<file path="src/hdl/ccl_pkg.sv">
// Shared types and constants for the cartridge chunk loader.
// Used by the front parser, the job queue, the result sequencer, the top level and the checker.
// Depends on nothing else.
package ccl_pkg;

    // Width of the file length register and of the byte position counter.
    localparam int LENGTH_BITS = 24;
    // Number of bytes a bank clear covers, reported in the offset field.
    localparam int CLEAR_BYTES = 4096;

    localparam int BANK_W   = 8;
    localparam int OFFSET_W = 24;
    localparam int BYTE_W   = 8;
    localparam int SIZE_W   = 32;

    // Job queue between the parser and the result sequencer.
    localparam int Q_DEPTH = 4;
    localparam int Q_PTR_W = $clog2(Q_DEPTH);
    localparam int Q_CNT_W = $clog2(Q_DEPTH + 1);

    // Four-character tags, first character in the top byte.
    localparam logic [31:0] TAG_RIFF = 32'h5249_4646;
    localparam logic [31:0] TAG_AMS  = 32'h414D_5321;
    localparam logic [31:0] TAG_FMT  = 32'h666D_7420;
    localparam logic [7:0]  CHAR_C    = 8'h63;
    localparam logic [7:0]  CHAR_B    = 8'h62;
    localparam logic [7:0]  CHAR_ZERO = 8'h30;

    // Smallest file that can hold the fixed header.
    localparam int HEADER_BYTES = 12;

    // Result kinds.
    typedef enum logic [2:0] {
        KIND_EJECT = 3'd0,
        KIND_CLEAR = 3'd1,
        KIND_WRITE = 3'd2,
        KIND_DONE  = 3'd3,
        KIND_ERROR = 3'd4
    } t_kind;

    // One result item.
    typedef struct packed {
        t_kind                 kind;
        logic [BANK_W-1:0]     bank;
        logic [OFFSET_W-1:0]   offset;
        logic [BYTE_W-1:0]     data;
    } t_result;

    // Everything one input byte produces. The second result, when there is
    // one, is always a plain "done".
    typedef struct packed {
        t_result res;
        logic    with_done;
    } t_job;

endpackage

</file>
<file path="src/hdl/ccl_front.sv">
// Front parser of the cartridge chunk loader: accepts file bytes, tracks the
// RIFF/chunk structure and produces one job per byte that has results.
// Depends on ccl_pkg.
module ccl_front (
    input  logic                               i_clk,
    input  logic                               i_rst_n,
    input  logic [ccl_pkg::LENGTH_BITS-1:0]    i_file_length,
    input  logic                               i_valid,
    input  logic [ccl_pkg::BYTE_W-1:0]         i_byte,
    input  logic                               i_q_ready,
    output logic                               o_ready,
    output logic                               o_push,
    output ccl_pkg::t_job                      o_job
);
    import ccl_pkg::*;

    typedef enum logic [6:0] {
        PH_HDR   = 7'b0000001,
        PH_ID    = 7'b0000010,
        PH_SKIP  = 7'b0000100,
        PH_SIZE  = 7'b0001000,
        PH_DATA  = 7'b0010000,
        PH_DONE  = 7'b0100000,
        PH_FAULT = 7'b1000000
    } t_phase;

    t_phase                 r_phase, n_phase;
    logic [LENGTH_BITS-1:0] r_pos, n_pos;
    logic [31:0]            r_window, n_window;
    logic [BANK_W-1:0]      r_bank, n_bank;
    logic [SIZE_W-1:0]      r_left, n_left;
    logic [OFFSET_W-1:0]    r_wp, n_wp;
    logic                   r_fault, n_fault;

    logic                   accept;
    logic [31:0]            win_new;
    logic [LENGTH_BITS:0]   pos_p1;
    logic [LENGTH_BITS:0]   pos_p9;
    logic                   near_end;
    logic                   at_end;
    logic signed [12:0]     digit_hi, digit_lo, bank_num;
    logic                   bank_bad;
    logic [SIZE_W-1:0]      size_new;
    logic [SIZE_W-1:0]      left_dec;
    logic                   chunk_start;
    logic                   add_done;
    logic                   push;
    t_job                   job;

    assign accept  = i_valid & i_q_ready;
    assign o_ready = i_q_ready;
    assign o_push  = push;
    assign o_job   = job;

    // Values shared by several phases.
    assign win_new  = {r_window[23:0], i_byte};
    assign pos_p1   = {1'b0, r_pos} + (LENGTH_BITS+1)'(1);
    assign pos_p9   = {1'b0, r_pos} + (LENGTH_BITS+1)'(9);
    assign near_end = pos_p9 >= {1'b0, i_file_length};
    assign at_end   = pos_p1 >= {1'b0, i_file_length};

    // Bank number from two decimal digits; out of range when negative or above 255.
    assign digit_hi = $signed({5'b0, win_new[15:8]}) - $signed({5'b0, CHAR_ZERO});
    assign digit_lo = $signed({5'b0, win_new[7:0]}) - $signed({5'b0, CHAR_ZERO});
    assign bank_num = (digit_hi <<< 3) + (digit_hi <<< 1) + digit_lo;
    assign bank_bad = bank_num[12] | (bank_num[11:8] != 4'd0);

    // Little-endian size gathering and data countdown.
    assign size_new = r_left | (SIZE_W'(i_byte) << {r_wp[1:0], 3'b000});
    assign left_dec = r_left - SIZE_W'(1);

    // Next-state and job generation for one accepted byte.
    always_comb begin
        n_phase     = r_phase;
        n_pos       = r_pos;
        n_window    = r_window;
        n_bank      = r_bank;
        n_left      = r_left;
        n_wp        = r_wp;
        n_fault     = r_fault;
        chunk_start = 1'b0;
        add_done    = 1'b0;
        push        = 1'b0;
        job         = '0;

        if (accept && r_phase != PH_DONE && r_phase != PH_FAULT) begin
            if (r_phase == PH_HDR && r_pos == '0 &&
                i_file_length < LENGTH_BITS'(HEADER_BYTES)) begin
                // File too short for the header.
                push           = 1'b1;
                job.res.kind   = KIND_ERROR;
                n_phase        = PH_FAULT;
            end else if (r_pos < i_file_length) begin
                n_window = win_new;
                n_pos    = pos_p1[LENGTH_BITS-1:0];
                case (r_phase)
                    PH_HDR: begin
                        if (r_pos == LENGTH_BITS'(3) && win_new != TAG_RIFF) begin
                            n_fault = 1'b1;
                        end
                        if (r_pos == LENGTH_BITS'(11)) begin
                            push = 1'b1;
                            if (r_fault || win_new != TAG_AMS) begin
                                job.res.kind = KIND_ERROR;
                                n_phase      = PH_FAULT;
                            end else begin
                                job.res.kind = KIND_EJECT;
                                n_fault      = 1'b0;
                                chunk_start  = 1'b1;
                            end
                        end
                    end
                    PH_ID: begin
                        if (r_wp < OFFSET_W'(3)) begin
                            n_wp = r_wp + OFFSET_W'(1);
                        end else if (r_pos == LENGTH_BITS'(15) && win_new == TAG_FMT) begin
                            n_phase = PH_SKIP;
                            n_wp    = '0;
                        end else if (win_new[31:24] != CHAR_C || win_new[23:16] != CHAR_B) begin
                            push         = 1'b1;
                            job.res.kind = KIND_ERROR;
                            n_phase      = PH_FAULT;
                        end else begin
                            n_fault = bank_bad;
                            n_bank  = bank_bad ? '0 : bank_num[BANK_W-1:0];
                            n_phase = PH_SIZE;
                            n_wp    = '0;
                            n_left  = '0;
                        end
                    end
                    PH_SKIP: begin
                        if (r_wp < OFFSET_W'(3)) begin
                            n_wp = r_wp + OFFSET_W'(1);
                        end else begin
                            chunk_start = 1'b1;
                        end
                    end
                    PH_SIZE: begin
                        n_left = size_new;
                        if (r_wp < OFFSET_W'(3)) begin
                            n_wp = r_wp + OFFSET_W'(1);
                        end else if (r_fault ||
                                     size_new > SIZE_W'(i_file_length)) begin
                            push         = 1'b1;
                            job.res.kind = KIND_ERROR;
                            n_phase      = PH_FAULT;
                        end else begin
                            push           = 1'b1;
                            job.res.kind   = KIND_CLEAR;
                            job.res.bank   = r_bank;
                            job.res.offset = OFFSET_W'(CLEAR_BYTES);
                            if (size_new == '0) begin
                                chunk_start = 1'b1;
                            end else begin
                                n_phase = PH_DATA;
                                n_wp    = '0;
                                add_done = at_end;
                            end
                        end
                    end
                    PH_DATA: begin
                        push           = 1'b1;
                        job.res.kind   = KIND_WRITE;
                        job.res.bank   = r_bank;
                        job.res.offset = r_wp;
                        job.res.data   = i_byte;
                        n_wp           = r_wp + OFFSET_W'(1);
                        n_left         = left_dec;
                        if (left_dec == '0) begin
                            chunk_start = 1'b1;
                        end else begin
                            add_done = at_end;
                        end
                    end
                    default: begin
                    end
                endcase

                // A new chunk begins at the next byte unless too little file is left.
                if (chunk_start) begin
                    if (near_end) begin
                        add_done = 1'b1;
                    end else begin
                        n_phase  = PH_ID;
                        n_wp     = '0;
                        n_window = '0;
                    end
                end

                // The end of the parse rides on the job, or forms one of its own.
                if (add_done) begin
                    n_phase = PH_DONE;
                    if (push) begin
                        job.with_done = 1'b1;
                    end else begin
                        push         = 1'b1;
                        job.res.kind = KIND_DONE;
                    end
                end
            end
        end
    end

    // Parse state registers.
    always_ff @(posedge i_clk) begin
        if (!i_rst_n) begin
            r_phase  <= PH_HDR;
            r_pos    <= '0;
            r_window <= '0;
            r_bank   <= '0;
            r_left   <= '0;
            r_wp     <= '0;
            r_fault  <= 1'b0;
        end else begin
            r_phase  <= n_phase;
            r_pos    <= n_pos;
            r_window <= n_window;
            r_bank   <= n_bank;
            r_left   <= n_left;
            r_wp     <= n_wp;
            r_fault  <= n_fault;
        end
    end

endmodule

</file>
<file path="src/hdl/ccl_queue.sv">
// Short job queue between the parser and the result sequencer, so that each
// side can stall on its own. Depends on ccl_pkg.
module ccl_queue (
    input  logic           i_clk,
    input  logic           i_rst_n,
    input  logic           i_push,
    input  ccl_pkg::t_job  i_job,
    input  logic           i_pop,
    output logic           o_not_full,
    output logic           o_not_empty,
    output ccl_pkg::t_job  o_job
);
    import ccl_pkg::*;

    t_job               r_mem [Q_DEPTH];
    logic [Q_PTR_W-1:0] r_wr_ptr, n_wr_ptr;
    logic [Q_PTR_W-1:0] r_rd_ptr, n_rd_ptr;
    logic [Q_CNT_W-1:0] r_count, n_count;
    logic               do_push, do_pop;

    assign o_not_full  = r_count != Q_CNT_W'(Q_DEPTH);
    assign o_not_empty = r_count != '0;
    assign o_job       = r_mem[r_rd_ptr];

    assign do_push = i_push & o_not_full;
    assign do_pop  = i_pop & o_not_empty;

    // Pointer and fill count updates.
    always_comb begin
        n_wr_ptr = do_push ? r_wr_ptr + Q_PTR_W'(1) : r_wr_ptr;
        n_rd_ptr = do_pop ? r_rd_ptr + Q_PTR_W'(1) : r_rd_ptr;
        n_count  = r_count;
        if (do_push && !do_pop) begin
            n_count = r_count + Q_CNT_W'(1);
        end else if (do_pop && !do_push) begin
            n_count = r_count - Q_CNT_W'(1);
        end
    end

    always_ff @(posedge i_clk) begin
        if (!i_rst_n) begin
            r_wr_ptr <= '0;
            r_rd_ptr <= '0;
            r_count  <= '0;
        end else begin
            r_wr_ptr <= n_wr_ptr;
            r_rd_ptr <= n_rd_ptr;
            r_count  <= n_count;
        end
    end

    // Job storage.
    always_ff @(posedge i_clk) begin
        if (do_push) begin
            r_mem[r_wr_ptr] <= i_job;
        end
    end

endmodule

</file>
<file path="src/hdl/ccl_back.sv">
// Result sequencer of the cartridge chunk loader: takes jobs from the queue
// into an output register and hands out one or two results per job.
// Depends on ccl_pkg.
module ccl_back (
    input  logic              i_clk,
    input  logic              i_rst_n,
    input  logic              i_q_not_empty,
    input  ccl_pkg::t_job     i_job,
    output logic              o_pop,
    input  logic              i_out_ready,
    output logic              o_out_valid,
    output ccl_pkg::t_result  o_result,
    output logic              o_out_last
);
    import ccl_pkg::*;

    t_job    r_job;
    logic    r_valid, n_valid;
    logic    r_second, n_second;
    logic    taken;
    logic    job_finished;
    t_result done_res;

    assign taken        = r_valid & i_out_ready;
    assign job_finished = taken & (r_second | ~r_job.with_done);
    assign o_pop        = i_q_not_empty & (~r_valid | job_finished);

    // The trailing "done" result of a two-result job.
    always_comb begin
        done_res      = '0;
        done_res.kind = KIND_DONE;
    end

    assign o_out_valid = r_valid;
    assign o_result    = r_second ? done_res : r_job.res;
    assign o_out_last  = r_second | ~r_job.with_done;

    // Output register control.
    always_comb begin
        n_valid  = r_valid;
        n_second = r_second;
        if (o_pop) begin
            n_valid  = 1'b1;
            n_second = 1'b0;
        end else if (job_finished) begin
            n_valid  = 1'b0;
            n_second = 1'b0;
        end else if (taken) begin
            n_second = 1'b1;
        end
    end

    always_ff @(posedge i_clk) begin
        if (!i_rst_n) begin
            r_valid  <= 1'b0;
            r_second <= 1'b0;
        end else begin
            r_valid  <= n_valid;
            r_second <= n_second;
        end
    end

    always_ff @(posedge i_clk) begin
        if (o_pop) begin
            r_job <= i_job;
        end
    end

endmodule

</file>
<file path="src/hdl/cartridge_chunk_loader.sv">
// Cartridge chunk loader: parses a RIFF "AMS!" cartridge image byte by byte.
// Throughput: one file byte per cycle while the queue has room; a byte with two results holds the output
// for both of its results in turn, and a four-job queue lets the parser run ahead while the output side stalls.
// Path: with nothing queued, the job of a byte is written into the queue and then loaded into the
// output register, from which its first result is offered.
// Reset: synchronous, active low; clears the parse state, the queue, the output and file length.
// Depends on ccl_pkg, ccl_front, ccl_queue and ccl_back.
module cartridge_chunk_loader (
    input  logic                             i_clk,
    input  logic                             i_rst_n,
    input  logic                             i_cfg_wr_en,
    input  logic [ccl_pkg::LENGTH_BITS-1:0]  i_cfg_wr_data,  // file_length
    input  logic                             s_axis_tvalid,
    output logic                             s_axis_tready,
    input  logic [7:0]                       s_axis_tdata,   // [7:0] data_byte
    output logic                             m_axis_tvalid,
    input  logic                             m_axis_tready,
    output logic [39:0]                      m_axis_tdata,   // [7:0] bank, [31:8] offset, [39:32] data
    output logic [2:0]                       m_axis_tuser,   // [2:0] kind
    output logic                             m_axis_tlast    // last_of_run
);
    import ccl_pkg::*;

    logic [LENGTH_BITS-1:0] r_file_length;
    logic                   q_not_full, q_not_empty;
    logic                   push, pop;
    t_job                   front_job, head_job;
    t_result                result;

    // File length register.
    always_ff @(posedge i_clk) begin
        if (!i_rst_n) begin
            r_file_length <= '0;
        end else if (i_cfg_wr_en) begin
            r_file_length <= i_cfg_wr_data;
        end
    end

    ccl_front u_front (
        .i_clk         (i_clk),
        .i_rst_n       (i_rst_n),
        .i_file_length (r_file_length),
        .i_valid       (s_axis_tvalid),
        .i_byte        (s_axis_tdata),
        .i_q_ready     (q_not_full),
        .o_ready       (s_axis_tready),
        .o_push        (push),
        .o_job         (front_job)
    );

    ccl_queue u_queue (
        .i_clk       (i_clk),
        .i_rst_n     (i_rst_n),
        .i_push      (push),
        .i_job       (front_job),
        .i_pop       (pop),
        .o_not_full  (q_not_full),
        .o_not_empty (q_not_empty),
        .o_job       (head_job)
    );

    ccl_back u_back (
        .i_clk         (i_clk),
        .i_rst_n       (i_rst_n),
        .i_q_not_empty (q_not_empty),
        .i_job         (head_job),
        .o_pop         (pop),
        .i_out_ready   (m_axis_tready),
        .o_out_valid   (m_axis_tvalid),
        .o_result      (result),
        .o_out_last    (m_axis_tlast)
    );

    // Pack the result, first field in the lowest bits.
    assign m_axis_tdata = {result.data, result.offset, result.bank};
    assign m_axis_tuser = result.kind;

endmodule

</file>
<file path="config.mk">
export PLATFORM = sky130hd
export DESIGN_NAME = cartridge_chunk_loader
export DESIGN_NICKNAME = d
export VERILOG_FILES = /design/src/hdl/ccl_pkg.sv /design/src/hdl/ccl_front.sv /design/src/hdl/ccl_queue.sv /design/src/hdl/ccl_back.sv /design/src/hdl/cartridge_chunk_loader.sv
export SDC_FILE = /design/constraint.sdc
export NUM_CORES = 1
export LEC_CHECK = 0
export BUFFER_PORTS_ARGS = -buffer_cell sky130_fd_sc_hd__buf_4
export CAP_MARGIN = 20
export CORE_ASPECT_RATIO = 2
export CORE_MARGIN = 5
export CORE_UTILIZATION = 54
export CTS_CLUSTER_DIAMETER = 120
export DETAILED_ROUTE_END_ITERATION = 8
export PLACE_DENSITY = 0.71
export REMOVE_ABC_BUFFERS = 1
export SLEW_MARGIN = 15
export SYNTH_ARGS = -nofsm -noshare
export SYNTH_HDL_FRONTEND = slang
export SYNTH_SLANG_ARGS = --single-unit
</file>
<file path="constraint.sdc">
create_clock -name i_clk -period 19.55 [get_ports i_clk]
set_input_delay 1.955 -clock i_clk [delete_from_list [all_inputs] [get_ports i_clk]]
set_output_delay 1.955 -clock i_clk [all_outputs]
set_load 0.005 [all_outputs]
</file>
==> results of run 1 <==
==> worst max-delay path: stages <==
cell and delay [ps]:
buf_4 180, a21oi_1 190, inv_1 60, ha_1 310, nand4_1 240, or3_1 460, a21o_1 170, a311oi_1 630
nor3_1 140, a221o_1 490, or2_2 360, a21oi_1 470, nor2_1 110, ha_1 230, inv_1 80, fa_1 170
xor2_1 70, or3_1 300, a21oi_1 150
==> state kept, by name, indices dropped and copies added, names as in the netlist <==
name / cells
r_file_length: 24
u_front.r_pos: 24
u_queue.r_rd_ptr: 2
u_queue.r_mem: 176
u_back.r_second: 1
u_front.r_fault: 1
u_front.r_window: 24
u_front.r_left: 32
u_back.o_out_valid: 1
u_front.r_bank: 8
u_queue.r_count: 3
u_front.r_wp: 24
u_front.r_phase: 7
u_back.r_job: 44
u_queue.r_wr_ptr: 2
==> cells in the mapped netlist, types with 8 or more instances <==
| library cell | number |
|---|---|
| a211oi_1 | 9 |
| a21boi_0 | 8 |
| a21o_1 | 21 |
| a21oi_1 | 148 |
| a22oi_1 | 19 |
| a31oi_1 | 10 |
| and2_1 | 16 |
| and3_1 | 28 |
| buf_1 | 15 |
| buf_2 | 10 |
| clkbuf_1 | 103 |
| dfxtp_1 | 153 |
| edfxtp_1 | 220 |
| fa_1 | 10 |
| ha_1 | 121 |
| inv_1 | 99 |
| mux2i_1 | 29 |
| mux4_2 | 44 |
| nand2_1 | 166 |
| nand2b_1 | 12 |
| nand3_1 | 60 |
| nand3b_1 | 9 |
| nand4_1 | 54 |
| nand4b_1 | 11 |
| nor2_1 | 171 |
| nor2b_1 | 50 |
| nor3_1 | 52 |
| nor3b_1 | 9 |
| nor4_1 | 39 |
| o2111ai_1 | 10 |
| o21ai_0 | 78 |
| o221ai_1 | 10 |
| o22ai_1 | 12 |
| or3_1 | 22 |
| xnor2_1 | 52 |
| xor2_1 | 35 |
==> area by class of cell <==
cell class | count | area, sq um | area share (%)
multi-input cells | 1413 | 10000 | 44.5
repair buffers | 102 | 766 | 3.40
flip-flops and latches | 373 | 9670 | 43.0
inverters | 99 | 373 | 1.66
clock buffers | 47 | 940 | 4.18
clock inverters | 14 | 154 | 0.684
well taps | 463 | 579 | 2.57
==> power groups by stage <==
| stage | registers [W] | logic [W] | clock network, W |
|---|---|---|---|
| 6_report | 0.000940 | 0.000488 | 0.000667 |
| 5_1_grt | 0.000947 | 0.000541 | 0.000713 |
| 4_1_cts | 0.000940 | 0.000497 | 0.000679 |
| 3_5_place_dp | 0.000957 | 0.000496 | 0 |
| 3_3_place_gp | 0.000955 | 0.000486 | 0 |
| 2_1_floorplan | 0.000973 | 0.000280 | 0 |
==> logic make-up after synthesis <==
logic type | share of synthesized area [%]
fa+ha+maj | 8.36
mux | 6.25
buf+inv | 4.29
simple gates | 18.3
flops | 47.1
xor+xnor | 3.71
compound gates | 12.0
==> final timing paths <==
| kind | startpoint | to | slack, ps |
|---|---|---|---|
| hold reg to reg | u_front.r_bank[1] | u_front.r_bank[1] | 450 |
| setup / recovery | s_axis_tdata[6] | u_queue.r_count[2] | 13220 |
| setup reg to reg | u_front.r_pos[2] | u_queue.r_count[2] | 13450 |
| hold / removal | u_front.r_bank[1] | u_front.r_bank[1] | 450 |
==> through the flow <==
step                hold slack [ps]  utilization (%)  cells
global placement                437             56.7   2450
CTS                             449             59.6   2511
detailed placement              441             56.7   2450
finish                          447             59.6   2511
floorplan                       427                -   1885
global route                    477             59.6   2511
==> per-layer routing <==
metal | part of all wire [%] | vias up | global-route usage, %
met3 | 4.5 | 231 | 2.85
met4 | 8.4 | 0 | 18.1
met1 | 34 | 7709 | 26.3
met5 | 0 | - | 0
met2 | 53 | 572 | 50.0
li1 | - | 7424 | -
==> reports/qor.csv, run 1 <==
metric,value,unit
status,completed,
design area,22500,sq um
"Clk Latency, worst-skew pair",540,ps
Post-DRT Antenna Nets,0,
clock sink count,373,
WL/cell,22.3,um
post-synthesis area per instance,10.2,sq um
Worst R2R Path Depth,22,
Slew HR,38.4,%
most frequent cells in the layout,"edfxtp_1 (220), nor2_1 (170), nand2_1 (166)",
Filler cells,3143,
Fin. Hold Viols,0,
CP required,20020,ps
post-synthesis register bit count,373,
Post-Syn Area,20500,sq um
placed wire-length estimate,40500,um
Clk pwr share,31.8,%
post-synth top area share,32.2,%
Vias,15936,
final wirelength,55900,um
"Distinct cells, synth",75,
Worst Path Max Fanout,12,
antenna violations before repair,0,
switch share,28.4,%
crit share post-route,32.4,%
critical path type,in -> reg,
vias in the first global route,16270,
startpoint type of the worst setup path,primary input,
"Top FF cell, synth",edfxtp_1,
Initial Util,54.3,%
# diodes,0,
DR iter-0 viols,1184,
Seq pwr share,44.8,%
RSZ-0062 raised after global routing,no,
Power Total,0.00210,W
DRT Pass-1 Iters,6,
layout cells sized above 1,11.4,%
Post-synth EDFFs,220,
CTS Buf Count,34,
"Hold-fix buffers, CTS",0,
Arrival @ worst endpoint,6790,ps
"leading cell type in the layout, fill and taps excluded",edfxtp_1,
clock period minus final worst setup slack,6330,ps
NetSw,0.000594,W
Area after DPL,21400,sq um
DIE AREA,42200,sq um
global-route wire length before repair,87900,um
fin nets,2191,
worst slew pin tran,915,ps
Fin Setup TNS,0,ps
Crit. End Element,register,
combinational share of power,23.3,%
Port Buf Inserts,82,
Setup Buffers After CTS,0,
"area leader, netlist",edfxtp_1,
Placer Congestion,0.991,
Bufs on Longest Clock Path,3,
DR vias/cell,6.35,
Peak supply drop,0.0701,mV
hold path cells,2,
setup ws final,13220,ps
LEAKAGE,8.66,nW
sequential element share of the synthesized area,47.1,%
max capacitance violation total,0,
clk root buf,clkbuf_16,
# IOs,83,
max-slew violation count,0,
largest net degree at the start of global routing,69,
chip width,148,um
Peak Freq,158,MHz
Layout area overhead,9.71,%
power density cells,93.1,nW/um^2
"Remaining Overflow, GRT",0,
CTS tree,yes,
Synth area leaders,"edfxtp_1 (32%), dfxtp_1 (15%), ha_1 (7.4%), mux4_2 (4.8%), a21oi_1 (3.6%)",
Die Y-Extent,286,um
clk slew on worst S/H paths,70,ps
drc violations,0,
H-tree depth,2,
Setup-failing EPs final,0,
Resized cells post-CTS,0,
core area,37800,sq um
row cnt,101,
Post-Syn Instances,2015,
Hold Path Class,reg -> reg,
Internal Power,0.00150,W
Total GRT Usage,26.3,%
Ys Warns,0,
Worst Skew,13.3,ps
Async SR Flop Fraction,0,%
Place WS,12750,ps
Power figures use the tool's default switching activity.
==> inputs of run 2 (changes only) <==
Clock period 19.55 ns to 5.9 ns, I/O delays scaled along.
==> run 2 against run 1 <==
  * Worst setup slack lost 13000 ps
  * Hold slack lost 160 ps
  * Clock skew increased by 4.5 ps
  * First-iteration DRC count down 3.3%
  * Wire length is 1.1% higher
  * Power rose to 3.3 times the previous value
  * Clock power grew to 3.3 times the previous value
  * Critical endpoint unchanged
==> reports/qor.csv, run 2 (synthesized netlist as in run 1, its figures left out) <==
metric,value,unit,change
status,completed,,
most frequent cells in the layout,"edfxtp_1 (220), nor2_1 (170), nand2_1 (166)",,
critical path's top delay family,simple AND/OR/NAND/NOR gates,,
Placer Congestion,1.01,,+1.9%
layout cells sized above 1,12.1,%,+0.77 points
DR vias/cell,6.31,,-0.55%
DIE AREA,42200,sq um,unchanged
WL/cell,22.4,um,+0.41%
Place WS,362,ps,-12390 ps
Port Buf Inserts,82,,unchanged
Crit. End Element,register,,
cell with the largest stage delay on the worst path,dfxtp_1,,
antenna violations before repair,0,,unchanged
Filler cells,3184,,+1.3%
Largest register FFs,176,,unchanged
worst slew pin tran,1070,ps,+158 ps
critical path type,reg -> reg,,
drc violations,0,,unchanged
H-tree depth,2,,unchanged
CP required,6350,ps,-13670 ps
"Remaining Overflow, GRT",0,,unchanged
chip width,148,um,unchanged
Initial Util,54.3,%,unchanged
Peak Freq,188,MHz,
Largest Register,u_queue.r_mem,,
global-route wire length before repair,89300,um,+1.5%
DRT Pass-1 Iters,5,,-1
Inst Count DP,2467,,+0.69%
Area after DPL,21600,sq um,+0.79%
RSZ-0062 raised after global routing,no,,
cell mode on critical path,nor2_1,,
Arrival @ worst endpoint,5770,ps,-1020 ps
clock period minus final worst setup slack,5330,ps,
Total GRT Usage,26.7,%,+0.42 points
hold_sp,i_cfg_wr_data[10],,
R2R Setup Slk,570,ps,-12880 ps
Post-DRT Antenna Nets,0,,unchanged
"leading cell type in the layout, fill and taps excluded",edfxtp_1,,
CTS tree,yes,,
top flop regs,"u_queue.r_mem x176, u_back.r_job x44, u_front.r_left x32",,
sequence of cells on the critical path,and3_1 > nor2_1 > nor2_1 > nand4_1 > nor3_2 > nand3_1 > xnor2_1 > ha_1 > nand4_1 > nor4_1 > a221o_1 > a221o_1 > a21oi_1 > nand2_1 > a21oi_2 > nor2_1 > ha_1 > inv_1 > fa_1 > xor2_1 > or3_1 > a21oi_1,,
LEAKAGE,8.73,nW,+0.80%
Hold Path Class,in -> reg,,
vias in the first global route,16242,,-0.17%
Setup-failing EPs final,0,,unchanged
largest net degree at the start of global routing,60,,-13%
Layout area overhead,10.6,%,
critical path depth in cells,22,,+3
Worst R2R Path Depth,22,,unchanged
Vias,15962,,+0.16%
first element of the critical path,u_front.r_pos[2],,
crit path buf inv count,1,,-2
end of the worst register-to-register path,u_queue.r_count[2],,
design area,22700,sq um,+0.78%
Hold WS,285,ps,-162 ps
final wirelength,56600,um,+1.1%
clock sink count,373,,unchanged
CTS Buf Count,34,,unchanged
Worst Skew,17.8,ps,+4.49 ps
Fin. Hold Viols,0,,unchanged
placed wire-length estimate,41300,um,+2.1%
Post-Layout Cell Count,2529,,+0.72%
row cnt,101,,unchanged
"Clk Latency, worst-skew pair",540,ps,about the same
# IOs,83,,unchanged
crit share post-route,90.3,%,
Fin Setup TNS,0,ps,unchanged
# diodes,0,,unchanged
Peak supply drop,0.241,mV,+240%
setup ws final,572,ps,-12650 ps
max-slew violation count,0,,unchanged
Bufs on Longest Clock Path,3,,unchanged
core area,37800,sq um,unchanged
max capacitance violation total,0,,unchanged
Critical Path Sink,u_queue.r_count[2],,
Register Area,9670,sq um,unchanged
Slew HR,28.5,%,-10 points
fin nets,2208,,+0.78%
clk root buf,clkbuf_16,,
DR iter-0 viols,1145,,-3.3%
r2r startpoint,u_front.r_pos[2],,
clk slew on worst S/H paths,70,ps,about the same
startpoint type of the worst setup path,register,,
footprint of the multi-input gates,10000,sq um,about the same
power density cells,306,nW/um^2,+230%
max incr delay on CP,470,ps,-160 ps
Worst Path Max Fanout,7,,-5
Die Y-Extent,286,um,unchanged
==> run 2: changes by cell type in the layout (fill, tap and decap cells not counted), sizes merged <==
cell      before  now
buf          102  119
clkbuf        47   40
clkinv         9   12
inv          100  101
bufinv         2    3
clkinvlp       2    5
==> run 2: repair_timing <==
| action | 4_1_cts | 5_1_grt |
|---|---|---|
| setup endpoints to repair | 0 | 2 |
| hold buffers | 0 | 0 |
| setup buffers | 0 | 0 |
| gates resized for setup | 0 | 2 |
==> run 2: power breakdown <==
part | internal, W | switching, W | total (W)
combinational | 0.000736 | 0.000861 | 0.00160
clock | 0.00121 | 0.00101 | 0.00222
sequential | 0.00302 | 0.000107 | 0.00313
==> run 2: metal layers <==
layer	track usage (%)	vias up	part of all wire, %
li1	-	7471	-
met1	26.9	7703	34
met2	50.8	554	54
met3	3.50	234	4.4
met4	17.2	0	7.6
met5	0	-	0
==> run 2: stage by stage <==
| stage | util (%) | power [W] |
|---|---|---|
| after floorplan | - | 0.00415 |
| after global placement | 57.1 | 0.00478 |
| after detailed placement | 57.1 | 0.00480 |
| after CTS | 60.0 | 0.00701 |
| after global routing | 60.0 | 0.00730 |
| final | 60.0 | 0.00694 |
==> run 2: worst min path at each step <==
stage | endpoint | slack (ps) | depth (start not counted)
6_report | r_file_length[10] | 290 | 3
5_1_grt | r_file_length[14] | 270 | 3
4_1_cts | r_file_length[20] | 270 | 3
3_5_place_dp | u_front.r_window[23] | 440 | 2
3_3_place_gp | u_front.r_window[23] | 440 | 2
2_1_floorplan | u_front.r_window[23] | 430 | 2
==> run 2: cell type report <==
cell class | instances | area share, %
Timing Repair Buffer | 119 | 4.16
Multi-Input combinational cell | 1413 | 44.2
Tap cell | 463 | 2.55
Inverter | 99 | 1.64
Sequential cell | 373 | 42.6
Clock buffer | 40 | 3.85
Clock inverter | 22 | 0.960
==> run 2: worst register-to-register path: cells and delay by family (launching register included) <==
kind | cells | cell delay, ps
compound gates | 5 | 1650
fa+ha+maj | 3 | 670
flops | 1 | 470
xor+xnor | 2 | 240
simple gates | 11 | 2120
buf+inv | 1 | 70
==> inputs of run 3 (changes only) <==
Settings changed: ABC_AREA set to 1, CORE_MARGIN 5 to 4.
==> run 3 against run 2 <==
  * Global-route usage grew 3.4 points
  * Fmax shrank 1.1%
  * Die area grew 7.3%
==> reports/qor.csv, run 3 <==
metric,value,unit,change
WL/cell,20.4,um,-8.7%
Hold Path Class,in -> reg,,
DIE AREA,45300,sq um,+7.3%
LEAKAGE,10.1,nW,+15%
clk root buf,clkbuf_16,,
"leading cell type in the layout, fill and taps excluded",nand2_1,,
fin nets,3036,,+38%
critical path type,reg -> reg,,
H-tree depth,2,,unchanged
Area after DPL,23400,sq um,+8.6%
Ys Warns,0,,unchanged
Fin. Hold Viols,0,,unchanged
"Top FF cell, synth",edfxtp_1,,
post-synth top area share,29.3,%,-2.9 points
Largest register FFs,176,,unchanged
Hold WS,270,ps,-15.8 ps
Async SR Flop Fraction,0,%,unchanged
placed wire-length estimate,50900,um,+23%
"Distinct cells, synth",59,,-21%
"Hold-fix buffers, CTS",0,,unchanged
Fin Setup TNS,0,ps,unchanged
chip width,152,um,+3.2%
Worst Path Max Fanout,18,,+11
global-route wire length before repair,110000,um,+23%
Worst Skew,24.2,ps,+6.41 ps
Port Buf Inserts,82,,unchanged
sequential element share of the synthesized area,42.9,%,-4.3 points
Total GRT Usage,30.2,%,+3.4 points
Initial Util,54.8,%,+0.54 points
startpoint type of the worst setup path,register,,
crit share post-route,91.3,%,+0.96 points
Largest Register,u_queue.r_mem,,
power density cells,419,nW/um^2,+37%
layout cells sized above 1,8.98,%,-3.2 points
DRT Pass-1 Iters,5,,unchanged
Post-DRT Antenna Nets,0,,unchanged
CTS tree,yes,,
Peak supply drop,0.273,mV,+13%
core area,41100,sq um,+8.8%
clk slew on worst S/H paths,70,ps,about the same
"top cells by count, synth","nand2_1 (446), nor2_1 (372), inv_1 (338)",,
clock period minus final worst setup slack,5390,ps,+56.9 ps
most frequent cells in the layout,"nand2_1 (446), nor2_1 (367), inv_1 (337)",,
Layout area overhead,8.97,%,
post-synthesis register bit count,373,,unchanged
DR vias/cell,5.87,,-7.0%
final wirelength,70100,um,+24%
design area,24600,sq um,+8.3%
drc violations,0,,unchanged
Vias,20134,,+26%
# diodes,0,,unchanged
post-synthesis area per instance,7.89,sq um,-23%
# IOs,83,,unchanged
antenna violations before repair,0,,unchanged
vias in the first global route,20312,,+25%
row cnt,105,,+4.0%
RSZ-0062 raised after global routing,no,,
Post-Syn Area,22500,sq um,+9.9%
status,completed,,
Post-Syn Instances,2859,,+42%
"area leader, netlist",edfxtp_1,,
largest net degree at the start of global routing,93,,+55%
Post-synth EDFFs,220,,unchanged
Resized cells post-CTS,0,,unchanged
Setup-failing EPs final,0,,unchanged
R2R Setup Slk,520,ps,-60 ps
Placer Congestion,0.969,,-4.0%
Synth area leaders,"edfxtp_1 (29%), dfxtp_1 (14%), nand2_1 (7.4%), ha_1 (6.7%), nor2_1 (6.2%)",,
Die Y-Extent,297,um,+4.0%
Slew HR,30.9,%,+2.4 points
DR iter-0 viols,1536,,+34%
Setup Buffers After CTS,0,,unchanged
max capacitance violation total,0,,unchanged
Crit. End Element,register,,
CP required,6330,ps,-20 ps
most frequent cell after synthesis,nand2_1,,
CTS Buf Count,34,,unchanged
max-slew violation count,0,,unchanged
Peak Freq,186,MHz,-1.1%
"Remaining Overflow, GRT",0,,unchanged
Arrival @ worst endpoint,5820,ps,+50 ps
clock sink count,373,,unchanged
worst slew pin tran,1040,ps,-35.8 ps
top flop regs,"u_queue.r_mem x176, u_back.r_job x44, u_front.r_left x32",,
Bufs on Longest Clock Path,3,,unchanged
"Clk Latency, worst-skew pair",550,ps,about the same
==> run 3: layout make-up <==
class,instances,area [sq um]
Clock buffer,44,940
Multi-Input combinational cell,1988,10900
Inverter,363,1370
Fill cell,3727,16600
Timing Repair Buffer,108,843
Clock inverter,18,176
Sequential cell,373,9670
Tap cell,535,669
==> run 3: routing by layer <==
metal | GRT usage (%) | wire length, um | up-vias
li1 | - | - | 9714
met1 | 31.3 | 24700 | 9493
met2 | 56.2 | 37000 | 679
met3 | 3.25 | 3050 | 248
met4 | 20.7 | 5390 | 0
met5 | 0 | 0 | -
==> run 3: worst paths after layout <==
kind,cells past startpoint,endpoint,from
min,3,r_file_length[0],i_cfg_wr_data[0]
max,27,u_queue.r_count[2],u_front.r_wp[0]
max reg2reg,27,u_queue.r_count[2],u_front.r_wp[0]
min reg2reg,2,u_front.r_window[23],u_front.r_window[23]
==> run 3: power breakdown <==
part | internal (W) | switching (W)
sequential | 0.00316 | 0.000343
clock | 0.00123 | 0.00103
combinational | 0.00156 | 0.00296
total | 0.00595 | 0.00434
==> run 3: cells by family after synthesis <==
kind of cell	Yosys count	synth area share (%)
simple gates	1203	23.7
compound gates	593	14.4
buf+inv	498	8.94
flops	373	42.9
fa+ha+maj	131	7.60
xor+xnor	61	2.40
==> run 3: through the flow <==
step,power (W),utilization (%),cells,setup WS [ps]
2_1_floorplan,0.00647,-,2724,689
3_3_place_gp,0.00792,57.0,3366,702
3_5_place_dp,0.00805,57.0,3366,703
4_1_cts,0.0103,59.7,3428,673
5_1_grt,0.0110,59.8,3429,144
6_report,0.0103,59.8,3429,515
==> run 3: critical path, stage by stage (launching register included) <==
cell and delay [ps]:
dfxtp_1 930, nand2_1 190, o21ai_0 810, ha_1 390, nand2_1 90, o21bai_1 110
nand2_1 70, a21oi_1 170, nand2_1 80, nand2_1 50, nand2_1 80, nand2_1 80
nand2_1 50, buf_4 200, nor2_1 160, nand2_1 100, nand2_1 80, nand2_1 80
nand3_2 120, nand2_1 250, inv_1 120, ha_1 140, inv_1 70, fa_1 380
a21oi_1 150, o21ai_0 110, o21ai_0 160, a21oi_1 60
